File: src/rtl/core/rits_pkg.sv
// types and constants of the rigid transform inlier scorer
// no dependencies; imported by every other file of the block but assert_macros.svh
package rits_pkg;

   localparam int COORD_W = 24;
   localparam int ROT_W   = 18;
   localparam int ROW_W   = 54;
   localparam int DIST_W  = 40;
   localparam int CNT_OUT_W = 12;
   localparam int TALLY_W = 13;
   localparam int ERR_W   = 52;
   localparam int DIV_STEPS = 52;
   localparam int CSR_IDX_W = 3;

   localparam logic [DIST_W-1:0]  DIST_MAX  = '1;
   localparam logic [ERR_W-1:0]   ERR_MAX   = '1;
   localparam logic [TALLY_W-1:0] TALLY_MAX = '1;

   // register indexes of the configuration port
   localparam logic [CSR_IDX_W-1:0] CSR_ROT_ROW0 = 3'd0;
   localparam logic [CSR_IDX_W-1:0] CSR_ROT_ROW1 = 3'd1;
   localparam logic [CSR_IDX_W-1:0] CSR_ROT_ROW2 = 3'd2;
   localparam logic [CSR_IDX_W-1:0] CSR_SHIFT_X  = 3'd3;
   localparam logic [CSR_IDX_W-1:0] CSR_SHIFT_Y  = 3'd4;
   localparam logic [CSR_IDX_W-1:0] CSR_SHIFT_Z  = 3'd5;
   localparam logic [CSR_IDX_W-1:0] CSR_THRESH   = 3'd6;

   localparam logic [ROW_W-1:0]  ROT_ROW0_RST = 54'd65536;
   localparam logic [ROW_W-1:0]  ROT_ROW1_RST = 54'd4294967296;
   localparam logic [ROW_W-1:0]  ROT_ROW2_RST = 54'd17592186044416;
   localparam logic [DIST_W-1:0] THRESH_RST   = 40'd65536;

   typedef struct packed {
      logic signed [COORD_W-1:0] source_x;
      logic signed [COORD_W-1:0] source_y;
      logic signed [COORD_W-1:0] source_z;
      logic signed [COORD_W-1:0] target_x;
      logic signed [COORD_W-1:0] target_y;
      logic signed [COORD_W-1:0] target_z;
      logic                      last_pair;
   } rits_req_type;

   typedef struct packed {
      logic [CNT_OUT_W-1:0] pair_index;
      logic                 is_inlier;
      logic [DIST_W-1:0]    squared_distance;
      logic                 pass_done;
      logic [TALLY_W-1:0]   inlier_count;
      logic [DIST_W-1:0]    mean_sq_error;
      logic                 no_inliers;
   } rits_rsp_type;

   typedef enum logic [2:0] {
      ST_IDLE,
      ST_MUL,
      ST_DRAIN,
      ST_FIN,
      ST_UPD,
      ST_DIV,
      ST_LOAD
   } rits_state_type;

   // controller to datapath
   typedef struct packed {
      logic       capture;
      logic       mul_en;
      logic       square;
      logic [1:0] axis;
      logic [1:0] col;
      logic       finish;
      logic       update;
      logic       div_step;
      logic       load_out;
   } rits_cmd_type;

   // datapath to controller
   typedef struct packed {
      logic need_div;
      logic out_full;
   } rits_status_type;

endpackage

File: src/rtl/core/rits_channels.sv
// handshake channel interfaces of the inlier scorer
// depends on rits_pkg for the payload types
interface rits_req_if
   import rits_pkg::*;
   ();
   logic         valid;
   logic         ready;
   rits_req_type payload;
   modport source (output valid, output payload, input ready);
   modport sink (input valid, input payload, output ready);
endinterface

interface rits_rsp_if
   import rits_pkg::*;
   ();
   logic         valid;
   logic         ready;
   rits_rsp_type payload;
   modport source (output valid, output payload, input ready);
   modport sink (input valid, input payload, output ready);
endinterface

interface rits_csr_if
   import rits_pkg::*;
   ();
   logic                 valid;
   logic                 ready;
   logic [CSR_IDX_W-1:0] index;
   logic [ROW_W-1:0]     data;
   modport source (output valid, output index, output data, input ready);
   modport sink (input valid, input index, input data, output ready);
endinterface

File: src/rtl/core/rigid_transform_inlier_scorer.sv
// flow: a request is captured, then the single shared multiplier forms nine
// rotation products and three squares in turn; on the closing pair of a pass with
// inliers a one-bit-per-cycle divider forms the mean. One pair is in flight at a
// time: a new pair is taken only after the previous result enters the output register
// reset: synchronous, clears control, pass sums and restores config defaults
module rigid_transform_inlier_scorer
   import rits_pkg::*;
#(
   parameter int MAX_PAIRS       = 4096,
   parameter int COORD_FRAC_BITS = 16
)
(
   input  logic clock,
   input  logic reset,
   rits_req_if.sink   req_chan,
   rits_rsp_if.source rsp_chan,
   rits_csr_if.sink   csr_chan
);

   rits_cmd_type    cmd;
   rits_status_type status;

   // config writes are always taken
   assign csr_chan.ready = 1'b1;

   rits_ctrl u_ctrl (
      .clock     (clock),
      .reset     (reset),
      .req_valid (req_chan.valid),
      .req_ready (req_chan.ready),
      .status    (status),
      .cmd       (cmd)
   );

   rits_datapath #(
      .MAX_PAIRS       (MAX_PAIRS),
      .COORD_FRAC_BITS (COORD_FRAC_BITS)
   ) u_datapath (
      .clock       (clock),
      .reset       (reset),
      .cmd         (cmd),
      .status      (status),
      .req_payload (req_chan.payload),
      .csr_valid   (csr_chan.valid),
      .csr_index   (csr_chan.index),
      .csr_data    (csr_chan.data),
      .rsp_valid   (rsp_chan.valid),
      .rsp_ready   (rsp_chan.ready),
      .rsp_payload (rsp_chan.payload)
   );

endmodule

File: src/rtl/core/rits_ctrl.sv
// sequencer of the inlier scorer: steps the shared multiplier and the divider
// depends on rits_pkg
module rits_ctrl
   import rits_pkg::*;
(
   input  logic            clock,
   input  logic            reset,
   input  logic            req_valid,
   output logic            req_ready,
   input  rits_status_type status,
   output rits_cmd_type    cmd
);

   rits_state_type state_ff, state_in;
   logic [1:0] axis_ff, axis_in;
   logic [1:0] col_ff, col_in;
   logic       sq_ff, sq_in;
   logic [5:0] div_cnt_ff, div_cnt_in;

   // state and step counters
   always_ff @(posedge clock) begin
      if (reset) begin
         state_ff   <= ST_IDLE;
         axis_ff    <= '0;
         col_ff     <= '0;
         sq_ff      <= 1'b0;
         div_cnt_ff <= '0;
      end else begin
         state_ff   <= state_in;
         axis_ff    <= axis_in;
         col_ff     <= col_in;
         sq_ff      <= sq_in;
         div_cnt_ff <= div_cnt_in;
      end
   end

   // next state and commands
   always_comb begin
      state_in   = state_ff;
      axis_in    = axis_ff;
      col_in     = col_ff;
      sq_in      = sq_ff;
      div_cnt_in = div_cnt_ff;
      req_ready  = 1'b0;
      cmd        = '0;
      cmd.axis   = axis_ff;
      cmd.col    = col_ff;
      cmd.square = sq_ff;
      unique case (state_ff)
         ST_IDLE: begin
            req_ready = 1'b1;
            if (req_valid) begin
               cmd.capture = 1'b1;
               axis_in     = '0;
               col_in      = '0;
               sq_in       = 1'b0;
               state_in    = ST_MUL;
            end
         end
         ST_MUL: begin
            cmd.mul_en = 1'b1;
            if (sq_ff) begin
               // squares: one per axis
               if (axis_ff == 2'd2) begin
                  state_in = ST_DRAIN;
               end else begin
                  axis_in = axis_ff + 2'd1;
               end
            end else if (col_ff == 2'd2) begin
               col_in = '0;
               if (axis_ff == 2'd2) begin
                  axis_in = '0;
                  sq_in   = 1'b1;
               end else begin
                  axis_in = axis_ff + 2'd1;
               end
            end else begin
               col_in = col_ff + 2'd1;
            end
         end
         ST_DRAIN: begin
            state_in = ST_FIN;
         end
         ST_FIN: begin
            cmd.finish = 1'b1;
            state_in   = ST_UPD;
         end
         ST_UPD: begin
            cmd.update = 1'b1;
            div_cnt_in = '0;
            state_in   = status.need_div ? ST_DIV : ST_LOAD;
         end
         ST_DIV: begin
            cmd.div_step = 1'b1;
            div_cnt_in   = div_cnt_ff + 6'd1;
            if (div_cnt_ff == 6'(DIV_STEPS - 1)) begin
               state_in = ST_LOAD;
            end
         end
         ST_LOAD: begin
            if (!status.out_full) begin
               cmd.load_out = 1'b1;
               state_in     = ST_IDLE;
            end
         end
         default: begin
            state_in = ST_IDLE;
         end
      endcase
   end

endmodule

File: src/rtl/core/rits_datapath.sv
// datapath of the inlier scorer: config registers, shared multiplier,
// residual and distance logic, pass sums, bit-serial divider, output register
// depends on rits_pkg
module rits_datapath
   import rits_pkg::*;
#(
   parameter int MAX_PAIRS       = 4096,
   parameter int COORD_FRAC_BITS = 16
)
(
   input  logic                 clock,
   input  logic                 reset,
   input  rits_cmd_type         cmd,
   output rits_status_type      status,
   input  rits_req_type         req_payload,
   input  logic                 csr_valid,
   input  logic [CSR_IDX_W-1:0] csr_index,
   input  logic [ROW_W-1:0]     csr_data,
   output logic                 rsp_valid,
   input  logic                 rsp_ready,
   output rits_rsp_type         rsp_payload
);

   localparam int CNT_W = $clog2(MAX_PAIRS);
   localparam int ACC_W = 45;
   localparam int RES_W = 48;
   localparam int SQ_W  = 66;
   localparam int RND_W = 65 - COORD_FRAC_BITS;
   localparam logic signed [ACC_W-1:0] ROUND_HALF = ACC_W'(1) <<< (COORD_FRAC_BITS - 1);
   localparam logic [CNT_W-1:0] LAST_CNT = CNT_W'(MAX_PAIRS - 1);

   // configuration registers
   logic [ROW_W-1:0]          rot_ff [3];
   logic signed [COORD_W-1:0] shift_ff [3];
   logic [DIST_W-1:0]         thr_ff;

   always_ff @(posedge clock) begin
      if (reset) begin
         rot_ff[0]   <= ROT_ROW0_RST;
         rot_ff[1]   <= ROT_ROW1_RST;
         rot_ff[2]   <= ROT_ROW2_RST;
         shift_ff[0] <= '0;
         shift_ff[1] <= '0;
         shift_ff[2] <= '0;
         thr_ff      <= THRESH_RST;
      end else if (csr_valid) begin
         unique case (csr_index)
            CSR_ROT_ROW0: rot_ff[0]   <= csr_data;
            CSR_ROT_ROW1: rot_ff[1]   <= csr_data;
            CSR_ROT_ROW2: rot_ff[2]   <= csr_data;
            CSR_SHIFT_X:  shift_ff[0] <= csr_data[COORD_W-1:0];
            CSR_SHIFT_Y:  shift_ff[1] <= csr_data[COORD_W-1:0];
            CSR_SHIFT_Z:  shift_ff[2] <= csr_data[COORD_W-1:0];
            CSR_THRESH:   thr_ff      <= csr_data[DIST_W-1:0];
            default: ;
         endcase
      end
   end

   // captured transaction
   logic signed [COORD_W-1:0] src_ff [3];
   logic signed [COORD_W-1:0] tgt_ff [3];
   logic                      last_ff;

   always_ff @(posedge clock) begin
      if (cmd.capture) begin
         src_ff[0] <= req_payload.source_x;
         src_ff[1] <= req_payload.source_y;
         src_ff[2] <= req_payload.source_z;
         tgt_ff[0] <= req_payload.target_x;
         tgt_ff[1] <= req_payload.target_y;
         tgt_ff[2] <= req_payload.target_z;
         last_ff   <= req_payload.last_pair;
      end
   end

   // shared multiplier: rotation products, then squares of residual magnitudes
   logic [31:0]           mag_ff [3];
   logic signed [ROT_W-1:0] rot_entry;
   logic signed [32:0]    mul_a, mul_b;
   logic signed [SQ_W-1:0] prod_in;
   logic signed [SQ_W-1:0] prod_ff;
   logic                  pv_ff, psq_ff;
   logic [1:0]            paxis_ff, pcol_ff;

   always_comb begin
      rot_entry = rot_ff[cmd.axis][ROT_W*cmd.col +: ROT_W];
      if (cmd.square) begin
         mul_a = signed'({1'b0, mag_ff[cmd.axis]});
         mul_b = mul_a;
      end else begin
         mul_a = 33'(rot_entry);
         mul_b = 33'(src_ff[cmd.col]);
      end
      prod_in = mul_a * mul_b;
   end

   always_ff @(posedge clock) begin
      if (reset) begin
         pv_ff <= 1'b0;
      end else begin
         pv_ff <= cmd.mul_en;
      end
   end

   always_ff @(posedge clock) begin
      prod_ff  <= prod_in;
      psq_ff   <= cmd.square;
      paxis_ff <= cmd.axis;
      pcol_ff  <= cmd.col;
   end

   // accumulate products into residuals and the sum of squares
   logic signed [ACC_W-1:0] rot_acc_ff;
   logic signed [ACC_W-1:0] row_sum;
   logic signed [ACC_W-1:0] row_round;
   logic signed [RES_W-1:0] resid;
   logic [RES_W-1:0]        mag;
   logic [SQ_W-1:0]         sumsq_ff;
   logic                    sat_ff;

   always_comb begin
      row_sum   = rot_acc_ff + ACC_W'(prod_ff) + ROUND_HALF;
      row_round = row_sum >>> COORD_FRAC_BITS;
      resid     = RES_W'(row_round) + RES_W'(shift_ff[paxis_ff]) - RES_W'(tgt_ff[paxis_ff]);
      mag       = resid[RES_W-1] ? unsigned'(-resid) : unsigned'(resid);
   end

   always_ff @(posedge clock) begin
      if (cmd.capture) begin
         sat_ff <= 1'b0;
      end else if (pv_ff && !psq_ff) begin
         if (pcol_ff == 2'd0) begin
            rot_acc_ff <= ACC_W'(prod_ff);
         end else if (pcol_ff == 2'd1) begin
            rot_acc_ff <= rot_acc_ff + ACC_W'(prod_ff);
         end else begin
            mag_ff[paxis_ff] <= mag[31:0];
            if (|mag[RES_W-1:32]) begin
               sat_ff <= 1'b1;
            end
         end
      end else if (pv_ff && psq_ff) begin
         if (paxis_ff == 2'd0) begin
            sumsq_ff <= unsigned'(prod_ff);
         end else begin
            sumsq_ff <= sumsq_ff + unsigned'(prod_ff);
         end
      end
   end

   // round and saturate the squared distance
   logic [RND_W-1:0]  rnd;
   logic [DIST_W-1:0] dist_ff;

   always_comb begin
      rnd = RND_W'(sumsq_ff[63:COORD_FRAC_BITS]) + RND_W'(sumsq_ff[COORD_FRAC_BITS-1]);
   end

   always_ff @(posedge clock) begin
      if (cmd.finish) begin
         if (sat_ff || (|sumsq_ff[SQ_W-1:64]) || (rnd > RND_W'(DIST_MAX))) begin
            dist_ff <= DIST_MAX;
         end else begin
            dist_ff <= rnd[DIST_W-1:0];
         end
      end
   end

   // pass sums and staged result fields
   logic [CNT_W-1:0]   cnt_ff;
   logic [TALLY_W-1:0] tally_ff;
   logic [ERR_W-1:0]   err_ff;
   logic               inlier;
   logic               done;
   logic [TALLY_W-1:0] tally_next;
   logic [ERR_W:0]     err_add;
   logic [ERR_W-1:0]   err_next;
   logic [31:0]        cnt_wide;

   always_comb begin
      inlier     = dist_ff < thr_ff;
      done       = last_ff || (cnt_ff == LAST_CNT);
      tally_next = (inlier && tally_ff != TALLY_MAX) ? tally_ff + 1'b1 : tally_ff;
      err_add    = (ERR_W+1)'(err_ff) + (ERR_W+1)'(dist_ff);
      if (!inlier) begin
         err_next = err_ff;
      end else if (err_add[ERR_W]) begin
         err_next = ERR_MAX;
      end else begin
         err_next = err_add[ERR_W-1:0];
      end
      cnt_wide = 32'(cnt_ff);
   end

   assign status.need_div = done && (tally_next != '0);

   rits_rsp_type res_ff;
   logic         use_div_ff;

   // bit-serial restoring divider state
   logic [TALLY_W-1:0] divisor_ff;
   logic [TALLY_W-1:0] rem_ff;
   logic [ERR_W-1:0]   quo_ff;
   logic [TALLY_W:0]   trial;

   always_ff @(posedge clock) begin
      if (reset) begin
         cnt_ff   <= '0;
         tally_ff <= '0;
         err_ff   <= '0;
      end else if (cmd.update) begin
         if (done) begin
            cnt_ff   <= '0;
            tally_ff <= '0;
            err_ff   <= '0;
         end else begin
            cnt_ff   <= cnt_ff + 1'b1;
            tally_ff <= tally_next;
            err_ff   <= err_next;
         end
      end
   end

   always_ff @(posedge clock) begin
      if (cmd.update) begin
         res_ff.pair_index       <= cnt_wide[CNT_OUT_W-1:0];
         res_ff.is_inlier        <= inlier;
         res_ff.squared_distance <= dist_ff;
         res_ff.pass_done        <= done;
         res_ff.inlier_count     <= done ? tally_next : '0;
         res_ff.no_inliers       <= done && (tally_next == '0);
         res_ff.mean_sq_error    <= (done && tally_next == '0) ? DIST_MAX : '0;
         use_div_ff              <= done && (tally_next != '0);
         divisor_ff              <= tally_next;
         rem_ff                  <= '0;
         quo_ff                  <= err_next;
      end else if (cmd.div_step) begin
         if (!trial[TALLY_W]) begin
            rem_ff <= trial[TALLY_W-1:0];
         end else begin
            rem_ff <= {rem_ff[TALLY_W-2:0], quo_ff[ERR_W-1]};
         end
         quo_ff <= {quo_ff[ERR_W-2:0], ~trial[TALLY_W]};
      end
   end

   assign trial = {rem_ff, quo_ff[ERR_W-1]} - {1'b0, divisor_ff};

   // output register
   logic         rsp_valid_ff;
   rits_rsp_type rsp_ff;
   rits_rsp_type rsp_in;

   always_ff @(posedge clock) begin
      if (reset) begin
         rsp_valid_ff <= 1'b0;
      end else if (cmd.load_out) begin
         rsp_valid_ff <= 1'b1;
      end else if (rsp_ready) begin
         rsp_valid_ff <= 1'b0;
      end
   end

   // staged fields with the saturated quotient as mean
   always_comb begin
      rsp_in = res_ff;
      if (use_div_ff) begin
         rsp_in.mean_sq_error = (|quo_ff[ERR_W-1:DIST_W]) ? DIST_MAX : quo_ff[DIST_W-1:0];
      end
   end

   always_ff @(posedge clock) begin
      if (cmd.load_out) begin
         rsp_ff <= rsp_in;
      end
   end

   assign status.out_full = rsp_valid_ff;
   assign rsp_valid       = rsp_valid_ff;
   assign rsp_payload     = rsp_ff;

endmodule

File: src/flat_wrapper.sv
// flat-port wrapper written by rule: the top's interface ports become plain ports
module rigid_transform_inlier_scorer_flat import rits_pkg::*;
#(
   parameter int MAX_PAIRS       = 4096,
   parameter int COORD_FRAC_BITS = 16
)
  (clock, reset, req_chan_valid, req_chan_payload, req_chan_ready, rsp_chan_valid, rsp_chan_payload, rsp_chan_ready, csr_chan_valid, csr_chan_index, csr_chan_data, csr_chan_ready);
  rits_req_if req_chan_i ();
  rits_rsp_if rsp_chan_i ();
  rits_csr_if csr_chan_i ();
  input  logic clock;
  input  logic reset;
  input wire logic [$bits(req_chan_i.valid)-1:0] req_chan_valid;
  input wire logic [$bits(req_chan_i.payload)-1:0] req_chan_payload;
  output wire logic [$bits(req_chan_i.ready)-1:0] req_chan_ready;
  output wire logic [$bits(rsp_chan_i.valid)-1:0] rsp_chan_valid;
  output wire logic [$bits(rsp_chan_i.payload)-1:0] rsp_chan_payload;
  input wire logic [$bits(rsp_chan_i.ready)-1:0] rsp_chan_ready;
  input wire logic [$bits(csr_chan_i.valid)-1:0] csr_chan_valid;
  input wire logic [$bits(csr_chan_i.index)-1:0] csr_chan_index;
  input wire logic [$bits(csr_chan_i.data)-1:0] csr_chan_data;
  output wire logic [$bits(csr_chan_i.ready)-1:0] csr_chan_ready;
  assign req_chan_i.valid = req_chan_valid;
  assign req_chan_i.payload = req_chan_payload;
  assign req_chan_ready = req_chan_i.ready;
  assign rsp_chan_valid = rsp_chan_i.valid;
  assign rsp_chan_payload = rsp_chan_i.payload;
  assign rsp_chan_i.ready = rsp_chan_ready;
  assign csr_chan_i.valid = csr_chan_valid;
  assign csr_chan_i.index = csr_chan_index;
  assign csr_chan_i.data = csr_chan_data;
  assign csr_chan_ready = csr_chan_i.ready;
  rigid_transform_inlier_scorer #(.MAX_PAIRS(MAX_PAIRS), .COORD_FRAC_BITS(COORD_FRAC_BITS)) u_core (.clock(clock), .reset(reset), .req_chan(req_chan_i), .rsp_chan(rsp_chan_i), .csr_chan(csr_chan_i));
endmodule
File: config.mk
export PLATFORM = sky130hd
export DESIGN_NAME = rigid_transform_inlier_scorer_flat
export DESIGN_NICKNAME = d
export VERILOG_FILES = /design/src/rtl/core/rits_pkg.sv /design/src/rtl/core/rits_channels.sv /design/src/rtl/core/rigid_transform_inlier_scorer.sv /design/src/rtl/core/rits_ctrl.sv /design/src/rtl/core/rits_datapath.sv /design/src/flat_wrapper.sv
export SDC_FILE = /design/constraint.sdc
export NUM_CORES = 2
export LEC_CHECK = 0
export BUFFER_PORTS_ARGS = -buffer_cell sky130_fd_sc_hd__buf_2
export CAP_MARGIN = 20
export CELL_PAD_IN_SITES_DETAIL_PLACEMENT = 0
export CELL_PAD_IN_SITES_GLOBAL_PLACEMENT = 1
export CORE_MARGIN = 2
export CORE_UTILIZATION = 46
export DETAILED_ROUTE_END_ITERATION = 10
export GPL_TIMING_DRIVEN = 0
export PLACE_DENSITY_LB_ADDON = 0.1
export SYNTH_ARGS = -nofsm -noshare
export SYNTH_HDL_FRONTEND = slang
export SYNTH_SLANG_ARGS = --single-unit
File: constraint.sdc
create_clock -name clock -period 12.48 [get_ports clock]
set_clock_uncertainty 0.15 [all_clocks]
set_input_delay 1.248 -clock clock [delete_from_list [all_inputs] [get_ports clock]]
set_output_delay 1.248 -clock clock [all_outputs]
set_load 0.02 [all_outputs]
==> metrics.md <==
| Metric | Value |
|---|---|
| Status | finished, final reports clean |
| Hold buffer count at CTS | 0 |
| Place WS | -1830 ps |
| Drc violations | 0 |
| Largest net degree at the start of global routing | 78 |
| Placed cells | 12.5k |
| Critical path arrival | 12,730 ps |
| Final WS setup | 269 ps |
| Die height | 455 µm |
| DR vias | 72.6k |
| Drt first pass iters | 5 |
| CP Max Fanout | 10 |
| IO buf count | 316 |
| Cell area after synthesis | 0.0935 mm² |
| Area grow syn2layout | 11.4% |
| Asr flop ratio synth | 0% |
| Initial Utilization | 46.2% |
| WL/cell | 28.4 µm |
| Total track usage | 35.0% |
| Crit path largest cell delay | 800 ps |
| Antenna Nets Post-Route | 0 |
| CP most frequent cell | fa_1 |
| Dpl hpwl | 296,000 µm |
| Slew Limit Fails | 0 |
| TritonCTS clock tree | yes |
| Crit Path Class | reg2reg |
| Top-area cell type share of the netlist area | 27.9% |
| CP bufs+invs | 8 |
| Required time worst endpoint | 13,000 ps |
| Antenna violations before repair | 19 |
| CP Launch Type | flop |
| Worst slew pin tran | 1270 ps |
| Layout Nets | 11.7k |
| Final Hold Violating Endpoints | 0 |
| Crit. End Element | flop |
| Root Driver | clkbuf_16 |
| Final std cells w/o fill | 12.7k |
| I/O Pins | 318 |
| Die ar. | 0.207 mm² |
| Normalized max-slew margin | 15.4% |
| Drt total wl | 360,000 µm |
| First-pass GRT wire length | 516,000 µm |
| Final Hold Slack | 202 ps |
| Top FF cell, synth | edfxtp_1 |
| Critical path's top delay family | adder cells |
| Total grt overflow | 0 |
| Worst skew pair latency | 770 ps |
| Post-synthesis cell type count | 100 |
| #FFs+latches synth | 1,090 |
| Fmax | 81.9 MHz |
| Clock sinks | 1,090 |
| Vias in the first global route | 74.4k |
| Synth Warn # | 0 |
| GP Congestion | 1.03 |
| Top cells by area, synth | edfxtp_1 28%, fa_1 25%, ha_1 6.1% |
| Layout cells sized above 1 | 8.06% |
| Clock-pin transition on the worst setup and hold timing paths | 70 ps |
| Max cap viols | 0 |
| Average cell area after synthesis | 9.97 µm² |
| Seq/Total Area, Yosys | 32.6% |
| First DRT Iteration DRCs | 6,664 |
| Period Utilization, post-route | 97.8% |
| Post-Synthesis Cells | 9,378 |
| Num rows | 165 |
| RSZ-0062 raised after global routing | no |
| Total CTS buffers | 113 |
| Die span in x | 455 µm |
| Endpoints failing setup | 0 |
| Min-Delay Path Class | reg2reg |
| Fin crit period | 12,210 ps |
| Vias/cell | 5.73 |
| Hold_sp | u_core.u_ctrl.sq_ff |
| Clock buffer depth | 3 |
| Core outline area | 0.202 mm² |
| Cell taking the most area after synthesis | edfxtp_1 |
| Slowest CP cell | fa_1 |
| CTS H-tree lvls | 3 |
| Post-synth EDFFs | 868 |
[routing by layer]
metal  routed length (µm)  global-route usage (%)
met2               167000                    57.1
met4                27300                    21.4
met3                27000                    5.70
met1               139000                    43.7
met5                   56                       0
[cell usage after synthesis (66+ instances only)]
master / n
nand2_1: 1469
inv_1: 1339
fa_1: 1177
edfxtp_1: 868
nor2_1: 558
a21oi_1: 489
ha_1: 457
clkbuf_1: 408
o21ai_0: 324
and2_1: 254
dfxtp_1: 222
xnor2_1: 213
a21o_1: 162
xor2_1: 146
mux2i_1: 138
nand3_1: 119
nor3_1: 95
nand4_1: 82
nor2b_1: 66
[what timing repair did]
| item | CTS | global route |
|---|---|---|
| gates cloned | 0 | 0 |
| endpoints found under the setup margin | 37 | 12 |
| setup buffers | 0 | 2 |
| gates resized for setup | 61 | 101 |
| hold endpoints to repair | 0 | 0 |
| pin swaps | 0 | 1 |
[metrics by stage]
| step | util [%] | setup TNS, ps | cell area [µm²] |
|---|---|---|---|
| after global routing | 51.5 | 0 | 104000 |
| after detailed placement | 49.4 | -24300 | 99800 |
| final | 51.5 | 0 | 104000 |
| after floorplan | - | 0 | 93500 |
| after global placement | 48.7 | -36310 | 98400 |
| after CTS | 51.4 | 0 | 104000 |
[layout make-up]
| type | instances | area (µm²) |
|---|---|---|
| clock inverter | 77 | 933 |
| timing repair buffer | 403 | 2790 |
| clock buffer | 137 | 3080 |
| tap | 2672 | 3340 |
| antenna | 7 | 17.5 |
| inverter | 1340 | 5040 |
| multi-input combinational | 6500 | 56500 |
| fill | 18800 | 98000 |
| buffer | 448 | 1880 |
| sequential | 1090 | 30500 |
[kinds of logic after synthesis]
kind of cell / Yosys count / share of synthesized area (%)
compound gates: 1454 / 9.58
xor+xnor: 360 / 3.38
fa+ha+maj: 1634 / 31.3
buf+inv: 1790 / 7.25
flops: 1090 / 32.6
mux: 159 / 1.95
other cells: 2 / 0.00804
simple gates: 2889 / 13.9
[sequential cells by signal, summed over array words and instances (netlist names), 66 cells and up, named ones only]
name                           cells
u_core.u_datapath.rot_ff         162
u_core.u_datapath.src_ff          72
u_core.u_datapath.prod_ff         66
u_core.u_datapath.sumsq_ff        66
u_core.u_datapath.shift_ff        72
u_core.u_datapath.tgt_ff          72
u_core.u_datapath.res_ff          68
u_core.u_datapath.rsp_payload    108
u_core.u_datapath.mag_ff          96
[cell usage in the layout (no fill, tap or decap), types with 58 or more instances in the layout]
master | netlist | final
dfxtp_1 | 222 | 222
edfxtp_1 | 868 | 868
buf_2 | 6 | 327
inv_1 | 1339 | 1337
nand4_1 | 82 | 82
and3_1 | 59 | 58
a21oi_1 | 489 | 484
clkbuf_16 | 0 | 118
nor2b_1 | 66 | 66
xor2_1 | 146 | 146
clkbuf_1 | 408 | 361
o21ai_0 | 324 | 311
nor3_1 | 95 | 93
nor2_1 | 558 | 555
a21o_1 | 162 | 162
nand3_1 | 119 | 119
mux2i_1 | 138 | 138
and2_1 | 254 | 254
ha_1 | 457 | 457
nand2_1 | 1469 | 1463
xnor2_1 | 213 | 213
fa_1 | 1177 | 1176
[final timing paths]
check                                                endpoint  slack (ps)  depth (start not counted)
worst min register to register       u_core.u_datapath.psq_ff         200                          0
worst min-delay path                 u_core.u_datapath.psq_ff         200                          0
worst max-delay path            u_core.u_datapath.prod_ff[59]         270                         32
worst max register to register  u_core.u_datapath.prod_ff[59]         270                         32
[worst register-to-register path: cells and delay by family (launching register included)]
| family | cells | cell delay [ps] |
|---|---|---|
| xor gates and xnor gates | 1 | 170 |
| buffers and inverters | 8 | 2770 |
| adders and majority gates | 9 | 5390 |
| and+or+nand+nor | 4 | 870 |
| DFF | 1 | 300 |
| AOI/OAI and AO/OA | 9 | 2350 |
| muxes | 1 | 120 |
Power is not shown: default switching activity piles up to over one toggle a cycle in this logic, so the estimate is an artifact.
